**src/rtl/nrt_pkg.sv**
```systemverilog
// ----------------------------------------------------------------------------
// nrt_pkg
// Shared types, widths and helpers for the Newton square-root-of-two block.
// ----------------------------------------------------------------------------
package nrt_pkg;

  // Field and datapath widths
  localparam int DATA_W  = 32;  // signed fixed-point estimate
  localparam int TOL_W   = 31;  // tolerance register
  localparam int STEP_W  = 7;   // step counter
  localparam int QUO_W   = 33;  // quotient bits kept before saturation
  localparam int WIDE_W  = 66;  // headroom for exact intermediate sums
  localparam int OUT_W   = 40;  // result item, padded to whole bytes
  localparam int PADDR_W = 3;   // one register, word aligned

  // Register map (register index, taken from paddr bit 2)
  localparam logic REG_TOLERANCE = 1'b0;

  localparam logic [TOL_W-1:0] TOL_RESET = TOL_W'(17);

  // Sequencer states
  typedef enum logic [3:0] {
    ST_IDLE,
    ST_MUL,
    ST_CALC,
    ST_DIV,
    ST_QSAT,
    ST_XNEW,
    ST_ERR,
    ST_CHECK,
    ST_DONE
  } nrt_state_e;

  // Clamp a wide signed value to the 32-bit signed range
  function automatic logic signed [DATA_W-1:0] sat32(input logic signed [WIDE_W-1:0] v);
    logic signed [WIDE_W-1:0] hi;
    logic signed [WIDE_W-1:0] lo;
    hi = $signed({{(WIDE_W-DATA_W){1'b0}}, 1'b0, {(DATA_W-1){1'b1}}});
    lo = $signed({{(WIDE_W-DATA_W){1'b1}}, 1'b1, {(DATA_W-1){1'b0}}});
    if (v > hi) begin
      sat32 = hi[DATA_W-1:0];
    end else if (v < lo) begin
      sat32 = lo[DATA_W-1:0];
    end else begin
      sat32 = v[DATA_W-1:0];
    end
  endfunction

endpackage

```
**src/rtl/nrt_cfg.sv**
```systemverilog
// ----------------------------------------------------------------------------
// nrt_cfg
// APB register file holding the tolerance register; writes take effect at
// the access phase, reads return the stored value.
// ----------------------------------------------------------------------------
module nrt_cfg (
  input  logic                           clk_i,
  input  logic                           rst_ni,
  input  logic                           psel,
  input  logic                           penable,
  input  logic                           pwrite,
  input  logic [nrt_pkg::PADDR_W-1:0]    paddr,
  input  logic [31:0]                    pwdata,
  output logic [31:0]                    prdata,
  output logic                           pready,
  output logic [nrt_pkg::TOL_W-1:0]      tolerance_o
);
  import nrt_pkg::*;

  logic [TOL_W-1:0] tol_q;
  logic             wr_en;

  assign pready = 1'b1;
  assign wr_en  = psel && penable && pwrite && (paddr[2] == REG_TOLERANCE);

  // Hold the tolerance, reset to its default
  always_ff @(posedge clk_i or negedge rst_ni) begin
    if (!rst_ni) begin
      tol_q <= TOL_RESET;
    end else if (wr_en) begin
      tol_q <= pwdata[TOL_W-1:0];
    end
  end

  // Read back
  always_comb begin
    if (paddr[2] == REG_TOLERANCE) begin
      prdata = {{(32-TOL_W){1'b0}}, tol_q};
    end else begin
      prdata = '0;
    end
  end

  assign tolerance_o = tol_q;

endmodule

```
**src/rtl/nrt_div.sv**
```systemverilog
// ----------------------------------------------------------------------------
// nrt_div
// Restoring unsigned divider, one quotient bit per cycle. Only the low
// QUO_W quotient bits are produced; a larger quotient is flagged as overflow
// and done is raised in the cycle after the start.
// ----------------------------------------------------------------------------
module nrt_div #(
  parameter int NUM_W = 56
) (
  input  logic                         clk_i,
  input  logic                         rst_ni,
  input  logic                         start_i,
  input  logic [NUM_W-1:0]             num_i,
  input  logic [nrt_pkg::DATA_W-1:0]   den_i,
  output logic                         done_o,
  output logic                         ovf_o,
  output logic [nrt_pkg::QUO_W-1:0]    quo_o
);
  import nrt_pkg::*;

  localparam int CNT_W = $clog2(QUO_W);

  logic [DATA_W-1:0] den_q;
  logic [DATA_W-1:0] rem_q, rem_d;
  logic [QUO_W-1:0]  sh_q, sh_d;
  logic [CNT_W-1:0]  cnt_q;
  logic              busy_q, done_q, ovf_q;
  logic [DATA_W-1:0] num_hi;
  logic [DATA_W:0]   trial;
  logic [DATA_W+1:0] diff;

  // Upper numerator bits must stay below the divisor for the quotient to fit
  assign num_hi = DATA_W'(num_i >> QUO_W);

  // One restoring step
  always_comb begin
    trial = {rem_q, sh_q[QUO_W-1]};
    diff  = {1'b0, trial} - {2'b00, den_q};
    if (diff[DATA_W+1]) begin
      rem_d = trial[DATA_W-1:0];
    end else begin
      rem_d = diff[DATA_W-1:0];
    end
    sh_d = {sh_q[QUO_W-2:0], ~diff[DATA_W+1]};
  end

  // Control: run QUO_W steps after a start, or none when the quotient overflows
  always_ff @(posedge clk_i or negedge rst_ni) begin
    if (!rst_ni) begin
      busy_q <= 1'b0;
      done_q <= 1'b0;
      cnt_q  <= '0;
    end else begin
      done_q <= 1'b0;
      if (start_i) begin
        cnt_q <= '0;
        if (num_hi >= den_i) begin
          busy_q <= 1'b0;
          done_q <= 1'b1;
        end else begin
          busy_q <= 1'b1;
        end
      end else if (busy_q) begin
        cnt_q <= cnt_q + CNT_W'(1);
        if (cnt_q == CNT_W'(QUO_W - 1)) begin
          busy_q <= 1'b0;
          done_q <= 1'b1;
        end
      end
    end
  end

  // Datapath: remainder, numerator/quotient shift register
  always_ff @(posedge clk_i) begin
    if (start_i) begin
      den_q <= den_i;
      rem_q <= num_hi;
      sh_q  <= num_i[QUO_W-1:0];
      ovf_q <= (num_hi >= den_i);
    end else if (busy_q) begin
      rem_q <= rem_d;
      sh_q  <= sh_d;
    end
  end

  assign done_o = done_q;
  assign ovf_o  = ovf_q;
  assign quo_o  = sh_q;

endmodule

```
**src/rtl/newton_root_of_two.sv**
```systemverilog
// ----------------------------------------------------------------------------
// newton_root_of_two
// Newton-Raphson iteration for the square root of two in signed fixed point.
// Each Newton step runs multiply, set-up, a 33-step bit-serial divide,
// quotient, update, error and check; an overflowing quotient skips the
// bit-serial steps, and a zero-derivative step runs only multiply, set-up
// and check. One item at a time: the next is accepted in the cycle after
// the result is loaded.
// Reset: asynchronous, active low; sequencer idle, no result held, tolerance 17.
// ----------------------------------------------------------------------------
module newton_root_of_two #(
  parameter int MAX_STEPS = 100,
  parameter int FRAC_BITS = 24
) (
  input  logic                          clk_i,
  input  logic                          rst_ni,
  // Input item
  input  logic                          s_axis_tvalid,
  output logic                          s_axis_tready,
  input  logic [31:0]                   s_axis_tdata,  // [31:0] start_value
  // Result item
  output logic                          m_axis_tvalid,
  input  logic                          m_axis_tready,
  output logic [nrt_pkg::OUT_W-1:0]     m_axis_tdata,  // [31:0] root_estimate,
                                                       // [32] converged,
                                                       // [39:33] steps_used
  // Configuration
  input  logic                          psel,
  input  logic                          penable,
  input  logic                          pwrite,
  input  logic [nrt_pkg::PADDR_W-1:0]   paddr,
  input  logic [31:0]                   pwdata,
  output logic [31:0]                   prdata,
  output logic                          pready
);
  import nrt_pkg::*;

  localparam int NUM_W = DATA_W + FRAC_BITS;
  localparam logic signed [WIDE_W-1:0] TWO_W = WIDE_W'(2) <<< FRAC_BITS;

  nrt_state_e state_q, state_d;

  logic [TOL_W-1:0]         tol;
  logic signed [DATA_W-1:0] x_q, q_q, xn_q;
  logic [DATA_W-1:0]        err_q;
  logic [STEP_W-1:0]        cnt_q;
  logic [2*DATA_W-1:0]      sq_q;
  logic                     neg_q;

  logic                     in_acc, div_start, out_load, x_zero;
  logic [DATA_W-1:0]        mag;
  logic signed [WIDE_W-1:0] f_w, d_w, qm_w, q_w;
  logic signed [DATA_W-1:0] f, d, xn;
  logic [DATA_W-1:0]        fmag, dmag, err;
  logic [NUM_W-1:0]         num;
  logic signed [DATA_W:0]   diff;
  logic                     div_done, div_ovf;
  logic [QUO_W-1:0]         div_quo;
  logic                     m_valid_q;
  logic [OUT_W-1:0]         m_data_q;
  logic                     more;

  nrt_cfg u_cfg (
    .clk_i       (clk_i),
    .rst_ni      (rst_ni),
    .psel        (psel),
    .penable     (penable),
    .pwrite      (pwrite),
    .paddr       (paddr),
    .pwdata      (pwdata),
    .prdata      (prdata),
    .pready      (pready),
    .tolerance_o (tol)
  );

  nrt_div #(.NUM_W(NUM_W)) u_div (
    .clk_i   (clk_i),
    .rst_ni  (rst_ni),
    .start_i (div_start),
    .num_i   (num),
    .den_i   (dmag),
    .done_o  (div_done),
    .ovf_o   (div_ovf),
    .quo_o   (div_quo)
  );

  // Arithmetic of one step
  always_comb begin
    mag    = x_q[DATA_W-1] ? DATA_W'(-x_q) : DATA_W'(x_q);
    x_zero = (x_q == '0);
    f_w    = $signed({2'b00, sq_q >> FRAC_BITS}) - TWO_W;
    f      = sat32(f_w);
    d_w    = WIDE_W'(x_q) <<< 1;
    d      = sat32(d_w);
    fmag   = f[DATA_W-1] ? DATA_W'(-f) : DATA_W'(f);
    dmag   = d[DATA_W-1] ? DATA_W'(-d) : DATA_W'(d);
    num    = NUM_W'(fmag) << FRAC_BITS;
    qm_w   = div_ovf ? (WIDE_W'(1) <<< QUO_W) : $signed(WIDE_W'(div_quo));
    q_w    = neg_q ? -qm_w : qm_w;
    xn     = sat32(WIDE_W'(x_q) - WIDE_W'(q_q));
    diff   = {xn_q[DATA_W-1], xn_q} - {x_q[DATA_W-1], x_q};
    err    = diff[DATA_W] ? DATA_W'(-diff) : diff[DATA_W-1:0];
    more   = (cnt_q < STEP_W'(MAX_STEPS)) && (err_q > {1'b0, tol});
  end

  // Next state
  always_comb begin
    state_d = state_q;
    case (state_q)
      ST_IDLE:  if (s_axis_tvalid) state_d = ST_MUL;
      ST_MUL:   state_d = ST_CALC;
      ST_CALC:  state_d = x_zero ? ST_CHECK : ST_DIV;
      ST_DIV:   if (div_done) state_d = ST_QSAT;
      ST_QSAT:  state_d = ST_XNEW;
      ST_XNEW:  state_d = ST_ERR;
      ST_ERR:   state_d = ST_CHECK;
      ST_CHECK: state_d = more ? ST_MUL : ST_DONE;
      ST_DONE:  if (!m_valid_q || m_axis_tready) state_d = ST_IDLE;
      default:  state_d = ST_IDLE;
    endcase
  end

  // Sequencer outputs
  always_comb begin
    s_axis_tready = 1'b0;
    div_start     = 1'b0;
    out_load      = 1'b0;
    case (state_q)
      ST_IDLE: s_axis_tready = 1'b1;
      ST_CALC: div_start     = !x_zero;
      ST_DONE: out_load      = !m_valid_q || m_axis_tready;
      default: ;
    endcase
  end

  assign in_acc = s_axis_tvalid && s_axis_tready;

  always_ff @(posedge clk_i or negedge rst_ni) begin
    if (!rst_ni) begin
      state_q <= ST_IDLE;
    end else begin
      state_q <= state_d;
    end
  end

  // Step count
  always_ff @(posedge clk_i or negedge rst_ni) begin
    if (!rst_ni) begin
      cnt_q <= '0;
    end else if (in_acc) begin
      cnt_q <= '0;
    end else if (state_q == ST_ERR || (state_q == ST_CALC && x_zero)) begin
      cnt_q <= cnt_q + STEP_W'(1);
    end
  end

  // Estimate, error and intermediates
  always_ff @(posedge clk_i) begin
    if (in_acc) begin
      x_q   <= $signed(s_axis_tdata);
      err_q <= {1'b0, tol} + DATA_W'(1);
    end
    if (state_q == ST_MUL) begin
      sq_q <= mag * mag;
    end
    if (div_start) begin
      neg_q <= f[DATA_W-1] ^ d[DATA_W-1];
    end
    if (state_q == ST_QSAT) begin
      q_q <= sat32(q_w);
    end
    if (state_q == ST_XNEW) begin
      xn_q <= xn;
    end
    if (state_q == ST_ERR) begin
      x_q   <= xn_q;
      err_q <= err;
    end
  end

  // Result register: hold until taken
  always_ff @(posedge clk_i or negedge rst_ni) begin
    if (!rst_ni) begin
      m_valid_q <= 1'b0;
    end else if (out_load) begin
      m_valid_q <= 1'b1;
    end else if (m_axis_tready) begin
      m_valid_q <= 1'b0;
    end
  end

  always_ff @(posedge clk_i) begin
    if (out_load) begin
      m_data_q <= {cnt_q, (err_q <= {1'b0, tol}), x_q};
    end
  end

  assign m_axis_tvalid = m_valid_q;
  assign m_axis_tdata  = m_data_q;

endmodule

```
**config.mk**
```make
export PLATFORM = sky130hd
export DESIGN_NAME = newton_root_of_two
export DESIGN_NICKNAME = d
export VERILOG_FILES = /design/src/rtl/nrt_pkg.sv /design/src/rtl/nrt_cfg.sv /design/src/rtl/nrt_div.sv /design/src/rtl/newton_root_of_two.sv
export SDC_FILE = /design/constraint.sdc
export NUM_CORES = 2
export LEC_CHECK = 0
export ABC_AREA = 1
export BUFFER_PORTS_ARGS = -buffer_cell sky130_fd_sc_hd__buf_4
export CAP_MARGIN = 10
export CELL_PAD_IN_SITES_DETAIL_PLACEMENT = 1
export CELL_PAD_IN_SITES_GLOBAL_PLACEMENT = 1
export CORE_MARGIN = 8
export CORE_UTILIZATION = 52
export DETAILED_ROUTE_END_ITERATION = 8
export PLACE_DENSITY_LB_ADDON = 0.1
export SYNTH_ARGS = -nofsm -noshare
export SYNTH_HDL_FRONTEND = slang
export SYNTH_HIERARCHICAL = 1
export SYNTH_SLANG_ARGS = --single-unit
```
**constraint.sdc**
```tcl
create_clock -name clk_i -period 17.2 [get_ports clk_i]
set_clock_uncertainty 0.15 [all_clocks]
set_input_delay 1.72 -clock clk_i [delete_from_list [all_inputs] [get_ports clk_i]]
set_output_delay 1.72 -clock clk_i [all_outputs]
set_load 0.01 [all_outputs]
```
## Word level (Yosys, flattened, before mapping)

Cells that the tools add are included.

- Memory bits (writable): 0
- Memory bits (read-only): 0
- Bits of input ports: 74
- Latch bits: 0
- Memories: 0
- Register bits after elaboration: 382

- Muxes and demuxes: 45
- Reduce and logical (&&, ||, !) cells: 17
- $mul: 1
- Bitwise operators: 3
- Equality and inequality tests: 12
- $add $sub $neg: 12
- $lt $le $gt $ge: 12
- Shift-type cells: 0
- Divide/modulo/power cells: 0

Operator list:

| operator | number |
|---|---|
| $mux 32 | 15 |
| $neg 32->32 | 4 |
| $gt 33x32->1 const B | 2 |
| $gt 66x32->1 const B | 1 |
| $lt 33x32->1 const B | 2 |
| $lt 66x32->1 const B | 1 |
| $mux 33 | 2 |
| $mux 66 | 1 |
| $neg 34->66 | 1 |
| $sub 32x32->33 | 2 |
| $mul 32x32->64 | 1 |
| $mux 23 | 2 |
| $gt 41x32->1 const B | 1 |
| $lt 41x32->1 const B | 1 |
| $sub 40x26->41 const B | 1 |
| $pmux 4 s9 | 1 |
| $mux 34 | 1 |
| $sub 33x32->34 | 1 |
| $add 31x1->32 const B | 1 |
| $ge 23x32->1 | 1 |
| $gt 32x31->1 | 1 |
| $le 32x31->1 | 1 |
| $logic_not 32->1 | 1 |
| $mux 31 | 1 |
| 23 further kinds | 56 |

## Longest topological paths before layout

- Depth after elaboration: 9
- Mapped depth: 46
- Depth with buffers taken out: 43

## Hierarchy

The synthesis kept the hierarchy.

Modules (own cells, without submodules):

| module | instances | cells each | area each (um^2) | sequential area each (um^2) |
|---|---|---|---|---|
| newton_root_of_two | 1 | 6163 | 48472.7 | 6576.3 |
| nrt_div | 1 | 1106 | 7922.6 | 3052.9 |
| nrt_cfg | 1 | 207 | 1497.7 | 778.2 |

## Worst setup path after synthesis

No wires, ideal clock.

- Path type: register -> register
- Start point: register x_q[0]
- End point: register sq_q[52] (data pin)
- Cell stages (with the launch flop): 41
- Required time: 16.792 ns
- Path slack: 8.157 ns
- Arrival time: 8.635 ns
- Cells stage by stage: edfxtp_1 -> buf_6 -> inv_2 -> buf_1 -> ha_1 -> nand2_1 -> nor3_2 -> nand2_1 -> inv_1 -> nand4_1 -> nand2_2 -> o21ai_2 -> a21oi_2 -> xor2_2 -> inv_2 -> buf_6 -> nor2_2 -> inv_1 -> [... 5 more ...] -> fa_1 -> inv_1 -> fa_1 -> fa_1 -> fa_1 -> inv_1 -> fa_1 -> inv_1 -> ha_1 -> nand2_1 -> nor2_1 -> inv_1 -> nor2_1 -> nand2_1 -> or2_2 -> o221ai_1 -> a31oi_1 -> xnor2_1

- Word-level cells in the longest chain between the ends: 3

Ends and longest elaborated chain:

| element | RTL line | RTL |
|---|---|---|
| from (decl) | newton_root_of_two.sv:44 | `logic signed [DATA_W-1:0] x_q, q_q, xn_q;` |
| from (signal assigned) | newton_root_of_two.sv:160 | `x_q <= $signed(s_axis_tdata);` |
| from (signal assigned) | newton_root_of_two.sv:176 | `x_q <= xn_q;` |
| $neg 32->32 | newton_root_of_two.sv:89 | `mag = x_q[DATA_W-1] ? DATA_W'(-x_q) : DATA_W'(x_q);` |
| $mux 32 (*) | newton_root_of_two.sv:89 |  |
| $mul 32x32->64 (*) | newton_root_of_two.sv:164 | `sq_q <= mag * mag;` |
| to (signal assigned) | newton_root_of_two.sv:164 |  |
| to (decl) | newton_root_of_two.sv:47 | `logic [2*DATA_W-1:0] sq_q;` |

Mark *: on every way between the ends. The rest lies on a longest branch, timed or not.
A chain may end at the register's enable or synchronous reset.

## Worst setup path after layout

Ends and elaborated chain as after synthesis.

==> reports/results.ini <==
[timing]
tns_ns = 0
drv_slew = 0
hold_violations = 0
slew_headroom_pct = 16.7
tightest_slew_ns = 1.24
fmax_mhz = 86.2
finalCriticalPeriod_ns = 11.60
rsz0062_at_grt = no
fin_crit_sh_pct = 67.4
setup_violations = 0

[clock_tree]
cts_made_buffers = 41
cts_tree = done
htree_levels = 2
cts_setup_buffers = 0
clock_latency_ns = 0.62
cts_buffer_depth = 3
ctsResizeCount = 0
cts_root_buf = clkbuf_16
hold_buffers = 0
cts_sinks = 358
clkTransAtPathRegs_ns = 0.07

[setup_path]
crit_path_max_incr_delay_ns = 0.69
crit_slowest_cell = o221ai_1
cp-end-kind = flip-flop
critPathMaxFanout = 29
cp-start-kind = flip-flop
required_ns = 17.38
critPathKind = flip-flop to flip-flop
crit_top_cell = fa_1
crit_arrival_ns = 11.78

[die]
dieArea_mm2 = 0.122
ioPinCount = 149
row_count = 122
core_area_mm2 = 0.111
die_x_um = 350
die_h_um = 350
start_util_pct = 52.4

[layout]
nets = 8920
drive_above_1_share_pct = 5.79
area_delta_synth_final_pct = 7.20

[placed_design]
place_congestion = 0.963
dp_hpwl_um = 168000
port_buffers = 143

[run]
maxCapViolations = 0

[routing]
ant_nets = 0
via_per_inst = 5.52
wire_per_inst_um = 22.4
route.detailed.drc = 0
routed_wirelength_um = 205000
firstDrtPassIters = 5
vias = 50300
first_iter_violations = 3235

[global_routing]
track_usage_pct = 33.4
grt_pass1_vias = 56000
grt_pass1_wl_um = 317000
grt_max_degree = 68
antenna_found_initial = 4
grt-ovfl-total = 0

[synthesis]
ys_top_cells_by_area = fa_1 28%, edfxtp_1 15%, inv_1 11%, nand2_1 11%, ha_1 9.6%
synth_cells = 7476
synthFlopType = edfxtp_1
ys_ff_latch = 358
netlist_area_mm2 = 0.0579
synth_top_cell_by_area = fa_1
synthArstFlopShare_pct = 14.2
yosysTopAreaCellShare_pct = 27.9
synth_cell_type_count = 70
synth-seq-area-share_pct = 18.0
synth_enable_flop_cells = 298
ys_warn_count = 6
avgSynthCellArea_um2 = 7.74

[hold_path]
hp-class = flip-flop to flip-flop

[outcome]
status = completed

==> cells in the mapped netlist (7+ instances only) <==
library cell / count
o21a_1: 24
nor4_1: 20
xor2_1: 128
clkinv_1: 7
nor2_2: 44
nand3_2: 14
buf_6: 12
edfxtp_1: 298
nor2_1: 749
o21ai_1: 19
nand4_1: 68
nand3_1: 296
buf_4: 15
buf_2: 38
o21ai_0: 232
clkbuf_1: 96
inv_2: 21
or2_2: 7
buf_1: 18
xnor2_1: 73
a31oi_1: 24
nand2_2: 18
o21bai_1: 27
fa_1: 808
dfxtp_1: 9
a21oi_1: 260
nand2_1: 1698
nor3_1: 70
inv_1: 1744
o211ai_1: 9
ha_1: 442
nor3_2: 10
nand3b_1: 35
dfrtp_1: 49
o21ai_2: 7
a21o_1: 13
==> cell usage in the layout (no fill, tap or decap), types with 27 or more instances in the layout <==
cell	count
ha_1	442
o21bai_1	27
xnor2_1	73
nand3b_1	35
fa_1	808
nand4_1	68
nor2_1	743
nand2_1	1695
buf_4	209
dfrtp_1	49
clkbuf_16	42
edfxtp_1	298
o21ai_0	231
conb_1	52
a21oi_1	260
nand3_1	296
nor3_1	69
nor2_2	47
xor2_1	127
inv_1	1743
==> final cells by class <==
class	instances	area, um^2
repair buffers	210	1580
multi-input cells	5212	40200
fillers	14000	48500
clock inverters	26	264
diodes	1	2.50
clock buffers	49	1100
flip-flops and latches	358	10400
well taps	1488	1860
inverters	1773	6660
==> flip-flops by register name, summed over array words and instances (netlist names) <==
register	flops
state_q	4
u_div/done_o	1
u_div/rem_q	32
u_div/quo_o	33
u_div/ovf_o	1
m_axis_tdata	40
neg_q	1
xn_q	32
u_div/busy_q	1
cnt_q	7
q_q	32
u_div/cnt_q	6
x_q	32
err_q	32
sq_q	40
m_axis_tvalid	1
u_cfg/tolerance_o	31
u_div/den_q	32
==> critical path: cells and delay by family (launching register included) <==
family,cells,cell delay (ns)
AOI/OAI and AO/OA,5,1.44
xor gates and xnor gates,1,0.19
adders and majority gates,10,4.74
buffers and inverters,12,2.39
DFF,1,0.36
and+or+nand+nor,13,1.96
==> metrics by stage <==
| stage | hold WS, ns | setup WS [ns] | area, um^2 | utilization (%) | cells |
|---|---|---|---|---|---|
| 6_report | 0.333 | 5.60 | 62100 | 56.2 | 9117 |
| 5_1_grt | 0.360 | 5.21 | 62100 | 56.2 | 9116 |
| 4_1_cts | 0.333 | 5.74 | 62000 | 56.1 | 9115 |
| 3_5_place_dp | 0.323 | 5.77 | 60700 | 54.9 | 9040 |
| 3_3_place_gp | 0.305 | 6.04 | 60700 | 54.9 | 9040 |
| 2_1_floorplan | 0.284 | 8.16 | 58100 | - | 7524 |
==> metal layers <==
metal | track usage, % | share of wire [%] | up-vias | wire length, um
met4 | 15.0 | 5.3 | 2 | 10900
met2 | 60.2 | 51 | 1546 | 103000
met1 | 39.4 | 39 | 25300 | 78800
met5 | 0 | 0.0054 | - | 11
met3 | 4.58 | 5.6 | 526 | 11500
li1 | - | - | 22900 | -
==> path summary, 6_finish.rpt <==
kind / start / endpoint / slack, ns / cells after the start
max in group asynchronous: rst_ni / cnt_q[0] / 15.24 / 1
worst max register to register: x_q[0] / sq_q[52] / 5.60 / 41
min in group asynchronous: rst_ni / u_cfg/tolerance_o[5] / 1.09 / 1
worst max-delay path: x_q[0] / sq_q[52] / 5.60 / 41
worst min-delay path: u_div/cnt_q[5] / u_div/cnt_q[5] / 0.33 / 1
worst min register to register: u_div/cnt_q[5] / u_div/cnt_q[5] / 0.33 / 1
==> cells by family after synthesis <==
| kind of cell | Yosys count | synth area share (%) |
|---|---|---|
| AND/OR/NAND/NOR | 3053 | 22.0 |
| AO/OA/AOI/OAI | 651 | 6.26 |
| other | 4 | 0.0259 |
| adder cells (fa/ha/maj) | 1250 | 37.5 |
| multiplexers | 1 | 0.0194 |
| XOR/XNOR | 205 | 3.15 |
| buffers and inverters | 1954 | 13.0 |
| flip-flops | 358 | 18.0 |
Power is not shown: default switching activity piles up to over one toggle a cycle in this logic, so the estimate is an artifact.
